$ cat src/rtl/lsas_pkg.sv
// Shared constants, opcode codes and result type of the load/store address sequencer.
`default_nettype none
package lsas_pkg;

  localparam int unsigned REG_COUNT = 32;
  localparam int unsigned WORD_W    = 32;
  localparam int unsigned REG_W     = 5;
  localparam int unsigned SIZE_W    = 2;

  // Register count widened by one bit so that it can be compared with index plus one.
  localparam logic [REG_W:0] REG_LIMIT = (REG_W + 1)'(REG_COUNT);

  // Primary opcodes.
  localparam logic [5:0] OP_XFORM = 6'd31;
  localparam logic [5:0] OP_LWZ   = 6'd32;
  localparam logic [5:0] OP_LBZ   = 6'd34;
  localparam logic [5:0] OP_STW   = 6'd36;
  localparam logic [5:0] OP_STB   = 6'd38;
  localparam logic [5:0] OP_LHZ   = 6'd40;
  localparam logic [5:0] OP_LHA   = 6'd42;
  localparam logic [5:0] OP_STH   = 6'd44;
  localparam logic [5:0] OP_LMW   = 6'd46;
  localparam logic [5:0] OP_STMW  = 6'd47;

  // Extended opcodes of the X-form group, with the update bit cleared.
  localparam logic [9:0] XO_LWZX  = 10'd23;
  localparam logic [9:0] XO_LBZX  = 10'd87;
  localparam logic [9:0] XO_STWX  = 10'd151;
  localparam logic [9:0] XO_STBX  = 10'd215;
  localparam logic [9:0] XO_LHZX  = 10'd279;
  localparam logic [9:0] XO_STHX  = 10'd407;
  localparam logic [9:0] XO_LHAX  = 10'd343;

  // Access sizes.
  localparam logic [SIZE_W-1:0] SIZE_BYTE = 2'd0;
  localparam logic [SIZE_W-1:0] SIZE_HALF = 2'd1;
  localparam logic [SIZE_W-1:0] SIZE_WORD = 2'd2;

  typedef struct packed {
    logic              valid_access;
    logic              is_store;
    logic [SIZE_W-1:0] size_code;
    logic              sign_extend;
    logic [WORD_W-1:0] eff_address;
    logic [REG_W-1:0]  data_reg;
    logic              update_ra;
    logic [REG_W-1:0]  update_reg;
    logic              last;
  } result_t;

  // Commands from the controller to the datapath.
  typedef struct packed {
    logic take_single;
    logic start_seq;
    logic emit_seq;
  } cmd_t;

  // Status from the datapath to the controller.
  typedef struct packed {
    logic is_multi;
    logic seq_fin;
  } status_t;

endpackage
`default_nettype wire

$ cat src/rtl/lsas_if.sv
// Request and result channel interfaces of the load/store address sequencer.
`default_nettype none
interface lsas_req_if;
  logic                         valid;
  logic                         ready;
  logic [lsas_pkg::WORD_W-1:0]  instr_word;
  logic [lsas_pkg::WORD_W-1:0]  ra_value;
  logic [lsas_pkg::WORD_W-1:0]  rb_value;

  modport source (output valid, output instr_word, output ra_value, output rb_value,
                  input ready);
  modport sink (input valid, input instr_word, input ra_value, input rb_value,
                output ready);
endinterface

interface lsas_resp_if;
  logic                         valid;
  logic                         ready;
  logic                         valid_access;
  logic                         is_store;
  logic [lsas_pkg::SIZE_W-1:0]  size_code;
  logic                         sign_extend;
  logic [lsas_pkg::WORD_W-1:0]  eff_address;
  logic [lsas_pkg::REG_W-1:0]   data_reg;
  logic                         update_ra;
  logic [lsas_pkg::REG_W-1:0]   update_reg;
  logic                         last;

  modport source (output valid, output valid_access, output is_store, output size_code,
                  output sign_extend, output eff_address, output data_reg,
                  output update_ra, output update_reg, output last, input ready);
  modport sink (input valid, input valid_access, input is_store, input size_code,
                input sign_extend, input eff_address, input data_reg,
                input update_ra, input update_reg, input last, output ready);
endinterface
`default_nettype wire

$ cat src/rtl/lsas_dp.sv
// Datapath: instruction decode, address adder, multiple-word sequencer and result register.
`default_nettype none
module lsas_dp (
  input  wire logic                        clk,
  input  wire logic                        rst,
  input  wire logic [lsas_pkg::WORD_W-1:0] instr_word,
  input  wire logic [lsas_pkg::WORD_W-1:0] ra_value,
  input  wire logic [lsas_pkg::WORD_W-1:0] rb_value,
  input  wire lsas_pkg::cmd_t              cmd,
  output lsas_pkg::status_t                sts,
  output lsas_pkg::result_t                res
);

  logic [5:0]                  op;
  logic [lsas_pkg::REG_W-1:0]  rd;
  logic [lsas_pkg::REG_W-1:0]  ra;
  logic [9:0]                  xo;
  logic [9:0]                  xo_kind;
  logic [5:0]                  op_pair;
  logic [lsas_pkg::WORD_W-1:0] base;
  logic [lsas_pkg::WORD_W-1:0] dext;
  logic [lsas_pkg::WORD_W-1:0] ea;
  logic                        ok;
  logic                        st;
  logic [lsas_pkg::SIZE_W-1:0] size;
  logic                        sx;
  logic                        upd;
  logic                        rd_in_range;
  lsas_pkg::result_t           dec;
  lsas_pkg::result_t           seq_res;

  logic [lsas_pkg::WORD_W-1:0] seq_address;
  logic [lsas_pkg::REG_W-1:0]  seq_reg_index;
  logic                        seq_is_store;

  assign op      = instr_word[31:26];
  assign rd      = instr_word[25:21];
  assign ra      = instr_word[20:16];
  assign xo      = instr_word[10:1];
  assign xo_kind = {xo[9:6], 1'b0, xo[4:0]};
  assign op_pair = {op[5:1], 1'b0};
  assign base    = (ra != '0) ? ra_value : '0;
  assign dext    = {{16{instr_word[15]}}, instr_word[15:0]};
  assign ea      = base + ((op == lsas_pkg::OP_XFORM) ? rb_value : dext);

  assign rd_in_range  = ({1'b0, rd} < lsas_pkg::REG_LIMIT);
  assign sts.is_multi = ((op == lsas_pkg::OP_LMW) || (op == lsas_pkg::OP_STMW)) && rd_in_range;
  assign sts.seq_fin  = (({1'b0, seq_reg_index} + 6'd1) >= lsas_pkg::REG_LIMIT);

  // Single-access decode; anything unrecognized falls out with ok low.
  always_comb begin
    ok   = 1'b1;
    st   = 1'b0;
    size = lsas_pkg::SIZE_BYTE;
    sx   = 1'b0;
    upd  = 1'b0;
    if (op == lsas_pkg::OP_XFORM) begin
      upd = xo[5];
      case (xo_kind)
        lsas_pkg::XO_LWZX: size = lsas_pkg::SIZE_WORD;
        lsas_pkg::XO_LHZX: size = lsas_pkg::SIZE_HALF;
        lsas_pkg::XO_LBZX: size = lsas_pkg::SIZE_BYTE;
        lsas_pkg::XO_STWX: begin st = 1'b1; size = lsas_pkg::SIZE_WORD; end
        lsas_pkg::XO_STHX: begin st = 1'b1; size = lsas_pkg::SIZE_HALF; end
        lsas_pkg::XO_STBX: begin st = 1'b1; size = lsas_pkg::SIZE_BYTE; end
        default: begin
          // The halfword algebraic load has no update variant here.
          if (xo == lsas_pkg::XO_LHAX) begin
            size = lsas_pkg::SIZE_HALF;
            sx   = 1'b1;
            upd  = 1'b0;
          end else begin
            ok = 1'b0;
          end
        end
      endcase
    end else begin
      upd = op[0];
      case (op_pair)
        lsas_pkg::OP_LWZ: size = lsas_pkg::SIZE_WORD;
        lsas_pkg::OP_LHZ: size = lsas_pkg::SIZE_HALF;
        lsas_pkg::OP_LBZ: size = lsas_pkg::SIZE_BYTE;
        lsas_pkg::OP_STW: begin st = 1'b1; size = lsas_pkg::SIZE_WORD; end
        lsas_pkg::OP_STH: begin st = 1'b1; size = lsas_pkg::SIZE_HALF; end
        lsas_pkg::OP_STB: begin st = 1'b1; size = lsas_pkg::SIZE_BYTE; end
        lsas_pkg::OP_LHA: begin
          ok   = !op[0];
          size = lsas_pkg::SIZE_HALF;
          sx   = 1'b1;
          upd  = 1'b0;
        end
        default: ok = 1'b0;
      endcase
    end
    upd = upd && (ra != '0);

    dec.valid_access = ok;
    dec.is_store     = ok && st;
    dec.size_code    = ok ? size : lsas_pkg::SIZE_BYTE;
    dec.sign_extend  = ok && sx;
    dec.eff_address  = ok ? ea : '0;
    dec.data_reg     = ok ? rd : '0;
    dec.update_ra    = ok && upd;
    dec.update_reg   = (ok && upd) ? ra : '0;
    dec.last         = 1'b1;
  end

  always_comb begin
    seq_res.valid_access = 1'b1;
    seq_res.is_store     = seq_is_store;
    seq_res.size_code    = lsas_pkg::SIZE_WORD;
    seq_res.sign_extend  = 1'b0;
    seq_res.eff_address  = seq_address;
    seq_res.data_reg     = seq_reg_index;
    seq_res.update_ra    = 1'b0;
    seq_res.update_reg   = '0;
    seq_res.last         = sts.seq_fin;
  end

  always_ff @(posedge clk) begin
    if (rst) begin
      seq_address   <= '0;
      seq_reg_index <= '0;
      seq_is_store  <= 1'b0;
    end else if (cmd.start_seq) begin
      seq_address   <= ea;
      seq_reg_index <= rd;
      seq_is_store  <= op[0];
    end else if (cmd.emit_seq) begin
      seq_address   <= seq_address + 32'd4;
      seq_reg_index <= seq_reg_index + 5'd1;
    end
  end

  always_ff @(posedge clk) begin
    if (cmd.take_single) begin
      res <= dec;
    end else if (cmd.emit_seq) begin
      res <= seq_res;
    end
  end

endmodule
`default_nettype wire

$ cat src/rtl/lsas_ctrl.sv
// Controller: request acceptance, multiple-word sequence state and result valid.
`default_nettype none
module lsas_ctrl (
  input  wire logic               clk,
  input  wire logic               rst,
  input  wire logic               req_valid,
  output logic                    req_ready,
  output logic                    resp_valid,
  input  wire logic               resp_ready,
  input  wire lsas_pkg::status_t  sts,
  output lsas_pkg::cmd_t          cmd
);

  localparam logic ST_IDLE = 1'b0;
  localparam logic ST_SEQ  = 1'b1;

  logic state;
  logic state_next;
  logic resp_valid_next;
  logic slot_free;
  logic accept;

  // The result register can take a new value when empty or being drained.
  assign slot_free = !resp_valid || resp_ready;
  assign req_ready = (state == ST_IDLE) && slot_free;
  assign accept    = req_valid && req_ready;

  assign cmd.take_single = accept && !sts.is_multi;
  assign cmd.start_seq   = accept && sts.is_multi;
  assign cmd.emit_seq    = (state == ST_SEQ) && slot_free;

  always_comb begin
    state_next = state;
    case (state)
      ST_IDLE: if (cmd.start_seq) state_next = ST_SEQ;
      ST_SEQ:  if (cmd.emit_seq && sts.seq_fin) state_next = ST_IDLE;
      default: state_next = ST_IDLE;
    endcase
  end

  always_comb begin
    resp_valid_next = resp_valid;
    if (cmd.take_single || cmd.emit_seq) begin
      resp_valid_next = 1'b1;
    end else if (resp_ready) begin
      resp_valid_next = 1'b0;
    end
  end

  always_ff @(posedge clk) begin
    if (rst) begin
      state      <= ST_IDLE;
      resp_valid <= 1'b0;
    end else begin
      state      <= state_next;
      resp_valid <= resp_valid_next;
    end
  end

  a_no_req_during_seq: assert property (@(posedge clk) disable iff (rst)
    (state == ST_SEQ) |-> !req_ready)
    else $error("request accepted during a multiple-word sequence");

  a_start_enters_seq: assert property (@(posedge clk) disable iff (rst)
    cmd.start_seq |=> (state == ST_SEQ) && !resp_valid)
    else $error("multiple-word start did not enter the sequence state");

  a_fin_leaves_seq: assert property (@(posedge clk) disable iff (rst)
    (cmd.emit_seq && sts.seq_fin) |=> (state == ST_IDLE) && resp_valid)
    else $error("final word access did not end the sequence");

  a_one_load_source: assert property (@(posedge clk) disable iff (rst)
    !(cmd.take_single && cmd.emit_seq))
    else $error("result register loaded from two sources");

endmodule
`default_nettype wire

$ cat src/rtl/load_store_address_sequencer_core.sv
// Top level of the load/store address sequencer: controller, datapath and channel wiring.
//
// Each request carries one integer load/store instruction word with the values of its RA and
// RB registers; each result describes one memory access (size, direction, sign extension,
// effective address, data register, optional RA update), or flags an unrecognized
// instruction. Single-access instructions are taken one per cycle while the result side is not
// stalled; the result sits in an output register, so a new request is taken in the cycle the
// previous result is taken. lmw and stmw first load the word sequencer, then produce one word
// access per cycle while the result side is not stalled, from RD up to register 31 with the
// address rising by 4, and the request side is held off until the final access (marked by
// last) has been produced. There is no configuration and no start-up delay after reset.
`default_nettype none
module load_store_address_sequencer_core (
  input  wire logic    clk,
  input  wire logic    rst,
  lsas_req_if.sink     req,
  lsas_resp_if.source  resp
);

  lsas_pkg::cmd_t    cmd;
  lsas_pkg::status_t sts;
  lsas_pkg::result_t res;

  lsas_ctrl u_ctrl (
    .clk        (clk),
    .rst        (rst),
    .req_valid  (req.valid),
    .req_ready  (req.ready),
    .resp_valid (resp.valid),
    .resp_ready (resp.ready),
    .sts        (sts),
    .cmd        (cmd)
  );

  lsas_dp u_dp (
    .clk        (clk),
    .rst        (rst),
    .instr_word (req.instr_word),
    .ra_value   (req.ra_value),
    .rb_value   (req.rb_value),
    .cmd        (cmd),
    .sts        (sts),
    .res        (res)
  );

  assign resp.valid_access = res.valid_access;
  assign resp.is_store     = res.is_store;
  assign resp.size_code    = res.size_code;
  assign resp.sign_extend  = res.sign_extend;
  assign resp.eff_address  = res.eff_address;
  assign resp.data_reg     = res.data_reg;
  assign resp.update_ra    = res.update_ra;
  assign resp.update_reg   = res.update_reg;
  assign resp.last         = res.last;

endmodule
`default_nettype wire
$ cat src/flat_wrapper.sv
// flat-port wrapper written by rule: the top's interface ports become plain ports
module load_store_address_sequencer_core_flat 
  (clk, rst, req_valid, req_instr_word, req_ra_value, req_rb_value, req_ready, resp_valid, resp_valid_access, resp_is_store, resp_size_code, resp_sign_extend, resp_eff_address, resp_data_reg, resp_update_ra, resp_update_reg, resp_last, resp_ready);
  lsas_req_if req_i ();
  lsas_resp_if resp_i ();
  input  wire logic clk;
  input  wire logic rst;
  input wire logic [$bits(req_i.valid)-1:0] req_valid;
  input wire logic [$bits(req_i.instr_word)-1:0] req_instr_word;
  input wire logic [$bits(req_i.ra_value)-1:0] req_ra_value;
  input wire logic [$bits(req_i.rb_value)-1:0] req_rb_value;
  output wire logic [$bits(req_i.ready)-1:0] req_ready;
  output wire logic [$bits(resp_i.valid)-1:0] resp_valid;
  output wire logic [$bits(resp_i.valid_access)-1:0] resp_valid_access;
  output wire logic [$bits(resp_i.is_store)-1:0] resp_is_store;
  output wire logic [$bits(resp_i.size_code)-1:0] resp_size_code;
  output wire logic [$bits(resp_i.sign_extend)-1:0] resp_sign_extend;
  output wire logic [$bits(resp_i.eff_address)-1:0] resp_eff_address;
  output wire logic [$bits(resp_i.data_reg)-1:0] resp_data_reg;
  output wire logic [$bits(resp_i.update_ra)-1:0] resp_update_ra;
  output wire logic [$bits(resp_i.update_reg)-1:0] resp_update_reg;
  output wire logic [$bits(resp_i.last)-1:0] resp_last;
  input wire logic [$bits(resp_i.ready)-1:0] resp_ready;
  assign req_i.valid = req_valid;
  assign req_i.instr_word = req_instr_word;
  assign req_i.ra_value = req_ra_value;
  assign req_i.rb_value = req_rb_value;
  assign req_ready = req_i.ready;
  assign resp_valid = resp_i.valid;
  assign resp_valid_access = resp_i.valid_access;
  assign resp_is_store = resp_i.is_store;
  assign resp_size_code = resp_i.size_code;
  assign resp_sign_extend = resp_i.sign_extend;
  assign resp_eff_address = resp_i.eff_address;
  assign resp_data_reg = resp_i.data_reg;
  assign resp_update_ra = resp_i.update_ra;
  assign resp_update_reg = resp_i.update_reg;
  assign resp_last = resp_i.last;
  assign resp_i.ready = resp_ready;
  load_store_address_sequencer_core u_core (.clk(clk), .rst(rst), .req(req_i), .resp(resp_i));
endmodule
$ cat config.mk
export PLATFORM = sky130hd
export DESIGN_NAME = load_store_address_sequencer_core_flat
export DESIGN_NICKNAME = d
export VERILOG_FILES = /design/src/rtl/lsas_pkg.sv /design/src/rtl/lsas_if.sv /design/src/rtl/lsas_dp.sv /design/src/rtl/lsas_ctrl.sv /design/src/rtl/load_store_address_sequencer_core.sv /design/src/flat_wrapper.sv
export SDC_FILE = /design/constraint.sdc
export NUM_CORES = 1
export LEC_CHECK = 0
export BUFFER_PORTS_ARGS = -buffer_cell sky130_fd_sc_hd__buf_4
export CORE_MARGIN = 5
export CORE_UTILIZATION = 25
export DETAILED_ROUTE_END_ITERATION = 8
export PLACE_DENSITY = 0.41
export SETUP_SLACK_MARGIN = 0.15
export SYNTH_ARGS = -nofsm -noshare
export SYNTH_HDL_FRONTEND = slang
export SYNTH_HIERARCHICAL = 1
export SYNTH_SLANG_ARGS = --single-unit
export TNS_END_PERCENT = 100
$ cat constraint.sdc
create_clock -name clk -period 5.55 [get_ports clk]
set_input_delay 0.555 -clock clk [delete_from_list [all_inputs] [get_ports clk]]
set_output_delay 0.555 -clock clk [all_outputs]
set_load 0.01 [all_outputs]
After elaboration in Yosys (flattened, before gate mapping)
Index checks and enable logic that the tools add are counted.

Input port bits: 100. Register bits: 89.

$add $sub $neg: 4. Eq/ne operators: 17. Reductions and logical operators: 29. Magnitude comparators: 1. Bitwise operators: 1. Mux-type cells: 35.

Operator list (count): 2-to-1 mux 32 bit (5); 2-to-1 mux 49 bit (2); == test 5 bit (second input constant) (7); adder 32 x 3 -> 32 bit (second input constant) (1); adder 32 bit (1); 2-to-1 mux 5 bit (4); == test 9 x 7 -> 1 bit (second input constant) (2); == test 9 x 8 -> 1 bit (second input constant) (2); 2-to-1 mux 1 bit (18); == test 6 bit (second input constant) (2); OR reduction 6 bit (2); == test 10 x 9 -> 1 bit (second input constant) (1); logical AND 1 bit (10); == test 9 x 5 -> 1 bit (second input constant) (1); == test 9 x 6 -> 1 bit (second input constant) (1); OR reduction 3 bit (3); OR reduction 2 bit (4); adder 5 x 1 -> 6 bit (second input constant) (1); == test 6 x 5 -> 1 bit (second input constant) (1); greater-or-equal comparator 6 bit (second input constant) (1); case mux 2 bit (3 select lines) (1); nonzero test 2 bit (3); adder 5 x 1 -> 5 bit (second input constant) (1); nonzero test 5 bit (1); other kinds (6) (12).

Longest topological paths before layout
Gate-level depths: netlist of run 1.

Depth in word-level cells: 8. Depth in mapped cells: 16.

Cells and area by module
The synthesis of run 1 kept the hierarchy.

Modules (own cells, without submodules): lsas_dp (times used 1, cells an instance 720, area an instance 6308.6 um^2, seq. area each 2222.1 um^2); lsas_ctrl (times used 1, cells an instance 11, area an instance 113.9 um^2, seq. area each 40.0 um^2).

Least setup slack after synthesis of run 1
Ideal clock, no wire load.

Path kind: in2reg. From: in req_instr_word[31]. To: reg, netlist name u_core/u_dp/res[42]. Setup slack: 1.431 ns. Path buffers: 2. Stages: 14. Arrival: 3.862 ns. Path through: and4b_1 > and3_1 > clkbuf_1 > clkbuf_1 > mux2_2 > fa_1 > a21oi_1 > o21ai_2 > a31oi_1 > o21ai_1 > nand2_1 > and3b_1 > mux2_2 > a32o_1.

Longest elaborated chain between the ends: 6. Elaborated cells on any way between the ends: 20. Those cells by class: add/sub (1); eq/ne (10); mux (5); reduce/logical (4).

Ends and longest elaborated chain: from (decl) (line flat_wrapper.sv:9) `input wire logic [$bits(req_i.instr_word)-1:0] req_instr_word;`; branches (longest 5 deep; another with adder 32 bit); 2-to-1 mux 49 bit (*) (line lsas_dp.sv:136) `if (cmd.take_single) begin`.

Every way passes the cells marked *. A chain may end at the register's enable or synchronous reset.

Final worst setup path of run 1
From: in req_instr_word[31]. To: reg, netlist name u_core/u_dp/res[37].

Longest elaborated chain between the ends: 6. Elaborated cells on any way between the ends: 20. Those cells by class: add/sub (1); eq/ne (10); mux (5); reduce/logical (4).

Ends and longest elaborated chain (line): branches (longest 5 deep; another with adder 32 bit); 2-to-1 mux 49 bit (*) (lsas_dp.sv:136).

Marks and branches as above.

==> results.tsv, run 1 <==
stage	metric	value	unit
clocking	cts_setup_buffers	0	
sta	holdWs	0.448	ns
synth	synth_area	6420	um2
worst_setup_path	required	5.63	ns
min_path	min-delay-path-class	primary input to flip-flop	
pwr	clockPowerShare	32.9	%
sta	slew_violations	0	
placement	routabilityCongestion	0.831	
pwr	internal-power	1250	uW
sta	tns	0	ns
synth	synth_top_area_share	22.4	%
finish	num-fill-cells	2721	
pwr	powerDensity	223	nW/um2
synth	synthCells	731	
sta	period_needed	4.35	ns
worst_setup_path	crit_arrival	4.43	ns
finish	multi_input_area	3950	um2
finish	fin_nets	992	
worst_setup_path	cpPeakStageDelay	0.57	ns
die	initial_core_util	25.4	%
worst_setup_path	path_class	primary input to flip-flop	
synth	yosys.area.top_type	edfxtp_1	
route	drt-wirelength-per-cell	17.4	um
worst_setup_path	critical_path.top_delay_family	compound AO/OA/AOI/OAI gates	
worst_setup_path	cp_max_fo	13	
sta	slew_headroom	26.8	%
synth	yosysSeqAreaShare	35.2	%
route	via_per_inst	4.87	
synth	synth_top_flop_cell	edfxtp_1	
global_route	overflow	0	
route	drc	0	
global_route	grt_pass1_vias	5844	
clocking	cts_tree	done	
synth	synth_cell_types	67	
synth	async_flop_share	0	%
synth	avgSynthCellArea	8.79	um2
job	drv_cap	0	
die	die_w	170	um
die	row_count	58	
finish	drive_gt1_share	24.2	%
global_route	grt_max_degree	50	
sta	post-route-period-util	78.3	%
worst_setup_path	start_kind	primary input	
pwr	ir_worst_vdd	0.134	mV
finish	layout_commonest_cell	buf_4	
clocking	cts-htree-levels	3	
clocking	hold_buffers	0	
finish	seq_area	2260	um2
pwr	switchingPower	555	uW
route	drt_iter0_markers	295	
finish	diodes	0	
global_route	grt_pass1_wl	32.4	mm
die	dieArea	29000	um2
worst_setup_path	crit_buf_inv	1	
synth	ys_warn_count	6	
sta	fin_skew	0.0108	ns
clocking	cts_resized	0	
worst_setup_path	crit_path_frequent_cell	o21ai_0	
finish	syn_to_final_growth	26.6	%
synth	synth_seq_cells	89	
clocking	cts_made_buffers	9	
route	vias	5806	
clocking	clk_path_buf_depth	2	
clocking	clk_latency	0.35	ns
die	ios	151	
sta	rsz0062_at_grt	false	
synth	syn-num-nets	865	
synth	synth_area_leaders	edfxtp_1, dfxtp_1, ha_1	
die	die_h	170	um
worst_setup_path	slowest_stage	and3_1	
clocking	clkSinkCount	89	
route	drtPass1Iterations	5	
route	wl	20.8	mm
placement	dp.final_hpwl	16.2	mm
pwr	p_seq_share	40.6	%
sta	max_clock_freq	0.230	GHz
die	coreArea	25300	um2
worst_setup_path	cp-end-kind	flip-flop	
sta	hold_viol_final	0	
sta	setup_viol	0	
clocking	clkSlewWorstSetupHoldPaths	0.07	ns
clocking	clock-root-buffer	clkbuf_16	
pwr	p_leak	0.00334	uW
pwr	power_frac_comb	26.5	%
route	drtAntennaViolNets	0	
global_route	antenna_found_initial	0	
outcome	outcome	finished, final reports clean	
pwr	swShare	30.7	%
placement	io_buffers	150	
worst_setup_path	cp_cell_sequence	buf_4 -> and4b_1 -> and3_1 -> mux2_2 -> ha_1 -> a211oi_1 -> o21ai_0 -> a21oi_2 -> o21ai_0 -> a21oi_1 -> o21ai_0 -> xnor2_1 -> o21ai_0	
global_route	track_usage	14.1	%
sta	tightest_slew	1.10	ns
finish	layout_common_cells	buf_4, nor2_1, nand2_1, a21oi_1, edfxtp_1	
synth	synth_edf_count	48	
## final cells by class
cell class,count,share of cell area (%)
Clock buffer,12,3.15
Clock inverter,4,0.339
Inverter,12,0.554
Multi-Input combinational cell,589,48.6
Sequential cell,89,27.8
Tap cell,330,5.08
Timing Repair Buffer,157,14.5
## worst register-to-register path, cell delays in order (launching register included)
cell      delay (ns)
dfxtp_1         0.33
nand2b_4        0.09
nor2b_4         0.16
and3_1          0.16
buf_4           0.47
clkinv_1        0.85
mux2_2          0.56
o211a_1         0.12
## kinds of logic (layout without fill, tap and decap cells)
kind of cell | Yosys count | after routing | synth area share, %
AOI/OAI and AO/OA | 209 | 209 | 21.7
xor gates and xnor gates | 62 | 62 | 8.46
adders and majority gates | 34 | 34 | 6.74
buffers and inverters | 53 | 185 | 3.37
DFF | 89 | 89 | 35.2
muxes | 23 | 23 | 3.94
and+or+nand+nor | 261 | 261 | 20.6
## path summary, 6_finish.rpt
check / start / slack, ns / endpoint / cells past startpoint
min: req_instr_word[24] / 0.45 / u_core/u_dp/seq_reg_index[3] / 3
min reg2reg: u_core/u_dp/res[0] / 0.50 / u_core/u_dp/res[0] / 1
max: req_instr_word[31] / 1.20 / u_core/u_dp/res[37] / 13
max reg2reg: u_core/u_ctrl/resp_valid / 2.68 / u_core/u_dp/seq_address[30] / 7
## power by group through the flow
stage	Clock, uW	Sequential, uW	Combinational (uW)
after detailed placement	0	750	481
after CTS	609	735	484
final	595	735	480
after floorplan	0	760	269
after global placement	0	750	487
after global routing	640	738	529
## metal layers
| layer | global-route usage (%) | vias to the layer above | share of wire (%) |
|---|---|---|---|
| li1 | - | 2908 | - |
| met1 | 21.1 | 2736 | 52 |
| met2 | 21.8 | 150 | 44 |
| met3 | 1.58 | 12 | 3.7 |
| met4 | 3.37 | 0 | 0.95 |
| met5 | 0 | - | 0 |
## through the flow
step	util (%)	setup WS, ns	area (um2)	cells	total power, uW
after floorplan	-	1.43	6420	731	1030
after global placement	31.1	0.826	7850	1177	1240
after detailed placement	31.1	0.783	7850	1177	1230
after CTS	32.2	1.15	8130	1193	1830
after global routing	32.2	0.894	8130	1193	1910
final	32.2	1.20	8130	1193	1810
## flip-flops by register name, indices dropped and copies added, names as in the netlist
register / count
u_core/u_dp/seq_address: 32
u_core/u_ctrl/resp_valid: 1
u_core/u_dp/seq_is_store: 1
u_core/u_dp/seq_reg_index: 5
u_core/u_dp/res: 49
u_core/u_ctrl/state: 1
## synth_stat cells, drive strengths merged, types with 11 or more instances
master	instances
dfxtp	41
nand3	16
nor2b	35
nor2	72
and3	15
clkbuf	30
a21oi	53
a21o	26
xor2	28
edfxtp	48
xnor2	34
nand4	13
nand2	65
a211oi	28
inv	11
a22o	22
ha	33
mux2	18
buf	11
o21ai	44
No activity file was read; power rests on OpenSTA's default activity.
==> run 2, diff against run 1 <==
Settings changed: ABC_AREA set to 1, PLACE_DENSITY 0.41 to 0.42.
Clock period 5.55 ns to 3.7 ns, I/O delays scaled along.
==> run 2 against run 1 <==
  * Highest routed layer unchanged
  * Largest power group unchanged
  * Critical path type unchanged
  * Sequential share of layout area shrank 2.9 points
  * Register-to-register slack lost 1.5 ns
  * Clock skew is 0.0027 ns higher
  * Critical endpoint is now u_core/u_dp/res[30]
  * Via count up 26%
==> results.tsv, run 2 <==
stage	metric	value	unit	change
outcome	outcome	finished, final reports clean		
finish	largest_reg_flops	49		unchanged
die	initial_core_util	25.2	%	-0.21 points
finish	seq_area	2260	um2	unchanged
synth	synth_top_area_share	20.0	%	-2.4 points
worst_setup_path	slowest_stage	fa_1		
synth	synth_compound_area_share	14.3	%	-7.4 points
sta	slew_violations	0		unchanged
synth	synth_seq_cells	89		unchanged
worst_setup_path	required	3.76	ns	-1.87 ns
placement	routabilityCongestion	0.842		+1.3%
synth	syn-num-nets	1264		+46%
finish	largestRegisters	u_core/u_dp/res: 49 flops, u_core/u_dp/seq_address: 32 flops, u_core/u_dp/seq_reg_index: 5 flops		
clocking	cts_setup_buffers	0		unchanged
pwr	power_frac_comb	26.5	%	about the same
placement	pre_cts_slack	0.361	ns	-0.422 ns
clocking	cts_resized	0		unchanged
die	ios	151		unchanged
min_path	min-delay-path-class	primary input to flip-flop		
clocking	hold_buffers	0		unchanged
sta	tightest_slew	1.12	ns	+0.0255 ns
sta	post-route-period-util	80.2	%	
worst_setup_path	start_kind	primary input		
sta	hold_viol_final	0		unchanged
clocking	clk_latency	0.35	ns	about the same
route	wl	25.2	mm	+21%
die	die_w	180	um	+5.5%
finish	layout_commonest_cell	nand2_1		
synth	synth_area	7200	um2	+12%
sta	period_needed	2.97	ns	
finish	diodes	0		unchanged
sta	slew_headroom	24.9	%	-1.9 points
pwr	switchingPower	893	uW	+61%
die	row_count	62		+6.9%
worst_setup_path	path_class	primary input to flip-flop		
pwr	powerDensity	307	nW/um2	+38%
global_route	track_usage	15.4	%	+1.3 points
synth	synth_cell_types	44		-34%
sta	fin_skew	0.0136	ns	+0.00273 ns
route	via_per_inst	4.40		-9.7%
synth	ys_warn_count	6		unchanged
finish	layout_common_cells	nand2_1, inv_1, buf_4, nor2_1, a21oi_1		
finish	multi_input_area	4130	um2	+4.7%
synth	synthMuxAreaShare	0	%	-3.9 points
synth	synth_top_flop_cell	edfxtp_1		
job	drv_cap	0		unchanged
die	dieArea	32300	um2	+11%
clocking	clkSlewWorstSetupHoldPaths	0.07	ns	about the same
sta	setup_slack	0.734	ns	-0.469 ns
synth	synth_area_leaders	edfxtp_1, nand2_1, dfxtp_1		
finish	num-fill-cells	3260		+20%
finish	fin_nets	1409		+42%
worst_setup_path	cp_cell_sequence	buf_4 -> inv_1 -> nor3_1 -> nand2_1 -> inv_2 -> o21ai_0 -> fa_1 -> nand3_1 -> nand2_1 -> nand3_1 -> nand2_1 -> nand2_1 -> nand2_1 -> nand2_1 -> nand2_1 -> nand2_1 -> nand2_1 -> nand2_1 -> o21ai_1		
placement	io_buffers	150		unchanged
global_route	overflow	0		unchanged
placement	dp.final_hpwl	20.3	mm	+26%
synth	synth_edf_count	48		unchanged
synth	synth_simple_gate_area_share	34.1	%	+14 points
finish	syn_to_final_growth	26.0	%	
finish	drive_gt1_share	16.7	%	-7.5 points
sta	max_clock_freq	0.337	GHz	
synth	synth_common_cells	nand2_1, inv_1, nor2_1		
clocking	clock-root-buffer	clkbuf_16		
synth	yosysMostFrequentCell	nand2_1		
clocking	clk_path_buf_depth	2		unchanged
sta	setup_viol	0		unchanged
route	drtAntennaViolNets	0		unchanged
clocking	clkSinkCount	89		unchanged
sta	tns	0	ns	unchanged
clocking	cts_made_buffers	9		unchanged
finish	regMostFlops	u_core/u_dp/res		
worst_setup_path	cp-end-kind	flip-flop		
worst_setup_path	crit_path_frequent_cell	nand2_1		
global_route	grt_pass1_wl	40.5	mm	+25%
pwr	internal-power	1890	uW	+51%
pwr	p_seq_share	39.8	%	-0.8 points
synth	synth_top_family_by_area	simple AND/OR/NAND/NOR gates		
pwr	clockPowerShare	33.7	%	+0.8 points
pwr	swShare	32.0	%	+1.4 points
route	drt-wirelength-per-cell	15.1	um	-13%
worst_setup_path	cpPeakStageDelay	0.48	ns	-0.09 ns
synth	synthXorXnorAreaFrac	2.92	%	-5.5 points
synth	yosys.area.top_type	edfxtp_1		
global_route	antenna_found_initial	0		unchanged
synth	yosysSeqAreaShare	31.4	%	-3.8 points
sta	rsz0062_at_grt	false		
clocking	cts_tree	done		
clocking	cts-htree-levels	3		unchanged
worst_setup_path	crit_arrival	3.02	ns	-1.41 ns
synth	avgSynthCellArea	6.37	um2	-27%
route	drc	0		unchanged
global_route	grt_pass1_vias	7401		+27%
pwr	p_leak	0.00433	uW	+30%
route	drtPass1Iterations	5		unchanged
synth	synthCells	1130		+55%
die	die_h	180	um	+5.5%
worst_setup_path	critical_path.top_delay_family	simple AND/OR/NAND/NOR gates		
worst_setup_path	cp_max_fo	26		+13
pwr	ir_worst_vdd	0.202	mV	+51%
route	vias	7315		+26%
synth	synthAdderAreaFrac	6.01	%	-0.73 points
die	coreArea	28500	um2	+13%
global_route	grt_max_degree	34		-32%
worst_setup_path	crit_buf_inv	3		+2
synth	async_flop_share	0	%	unchanged
route	drt_iter0_markers	402		+36%
-- run 2: cell count changes after synthesis, sizes merged, moves of 16 or more --
cell / change
nand2: +300
inv: +171
nand3: +50
o21ai: +49
nor2: +35
nor2b: -35
a211oi: -27
xnor2: -27
a21o: -24
a22o: -22
mux2: -18
a21oi: +16
-- run 2: through the flow --
stage | utilization (%) | std cells | hold slack, ns | cell area, um2 | power [uW]
floorplan | - | 1130 | 0.437 | 7200 | 1560
global placement | 30.7 | 1648 | 0.455 | 8770 | 1880
detailed placement | 30.7 | 1648 | 0.459 | 8770 | 1880
CTS | 31.8 | 1664 | 0.243 | 9070 | 2830
global route | 31.8 | 1664 | 0.264 | 9070 | 2960
finish | 31.8 | 1664 | 0.258 | 9070 | 2790
-- run 2: logic make-up after synthesis --
kind of cell             Yosys count
AO/OA/AOI/OAI                    191
XOR/XNOR                          24
adder cells (fa/ha/maj)           34
buffers and inverters            210
flip-flops                        89
AND/OR/NAND/NOR                  582
-- run 2: layer usage --
| metal | global-route usage (%) | vias up | part of all wire [%] |
|---|---|---|---|
| li1 | - | 3916 | - |
| met1 | 21.9 | 3256 | 51 |
| met2 | 24.8 | 131 | 44 |
| met4 | 3.08 | 0 | 0.96 |
| met5 | 0 | - | 0 |
| met3 | 2.41 | 12 | 3.5 |
-- run 2: path summary, 6_finish.rpt --
| kind | startpoint | endpoint | slack [ns] | cells after the start |
|---|---|---|---|---|
| worst max-delay path | req_instr_word[26] | u_core/u_dp/res[30] | 0.73 | 19 |
| worst min-delay path | req_valid | u_core/u_ctrl/resp_valid | 0.26 | 3 |
| worst max register to register | u_core/u_ctrl/state | u_core/u_dp/res[5] | 1.18 | 9 |
| worst min register to register | u_core/u_ctrl/state | u_core/u_ctrl/state | 0.47 | 2 |
-- run 2: worst min-delay path, delay by kind of cell --
| kind | cells | cell delay, ns |
|---|---|---|
| simple gates | 1 | 0.07 |
| buf+inv | 1 | 0.09 |
| compound gates | 1 | 0.05 |
-- run 2: power by group through the flow --
stage	combinational [uW]	clock [uW]	sequential (uW)
after global routing	835	1010	1110
final	740	938	1110
after CTS	747	974	1110
after floorplan	411	0	1150
after detailed placement	745	0	1130
after global placement	751	0	1130
-- run 2: layout make-up --
type	count	share of cell area (%)
Clock buffer	10	2.52
Clock inverter	6	0.745
Timing Repair Buffer	162	13.4
Multi-Input combinational cell	831	45.6
Sequential cell	89	24.9
Inverter	182	7.53
Tap cell	384	5.30
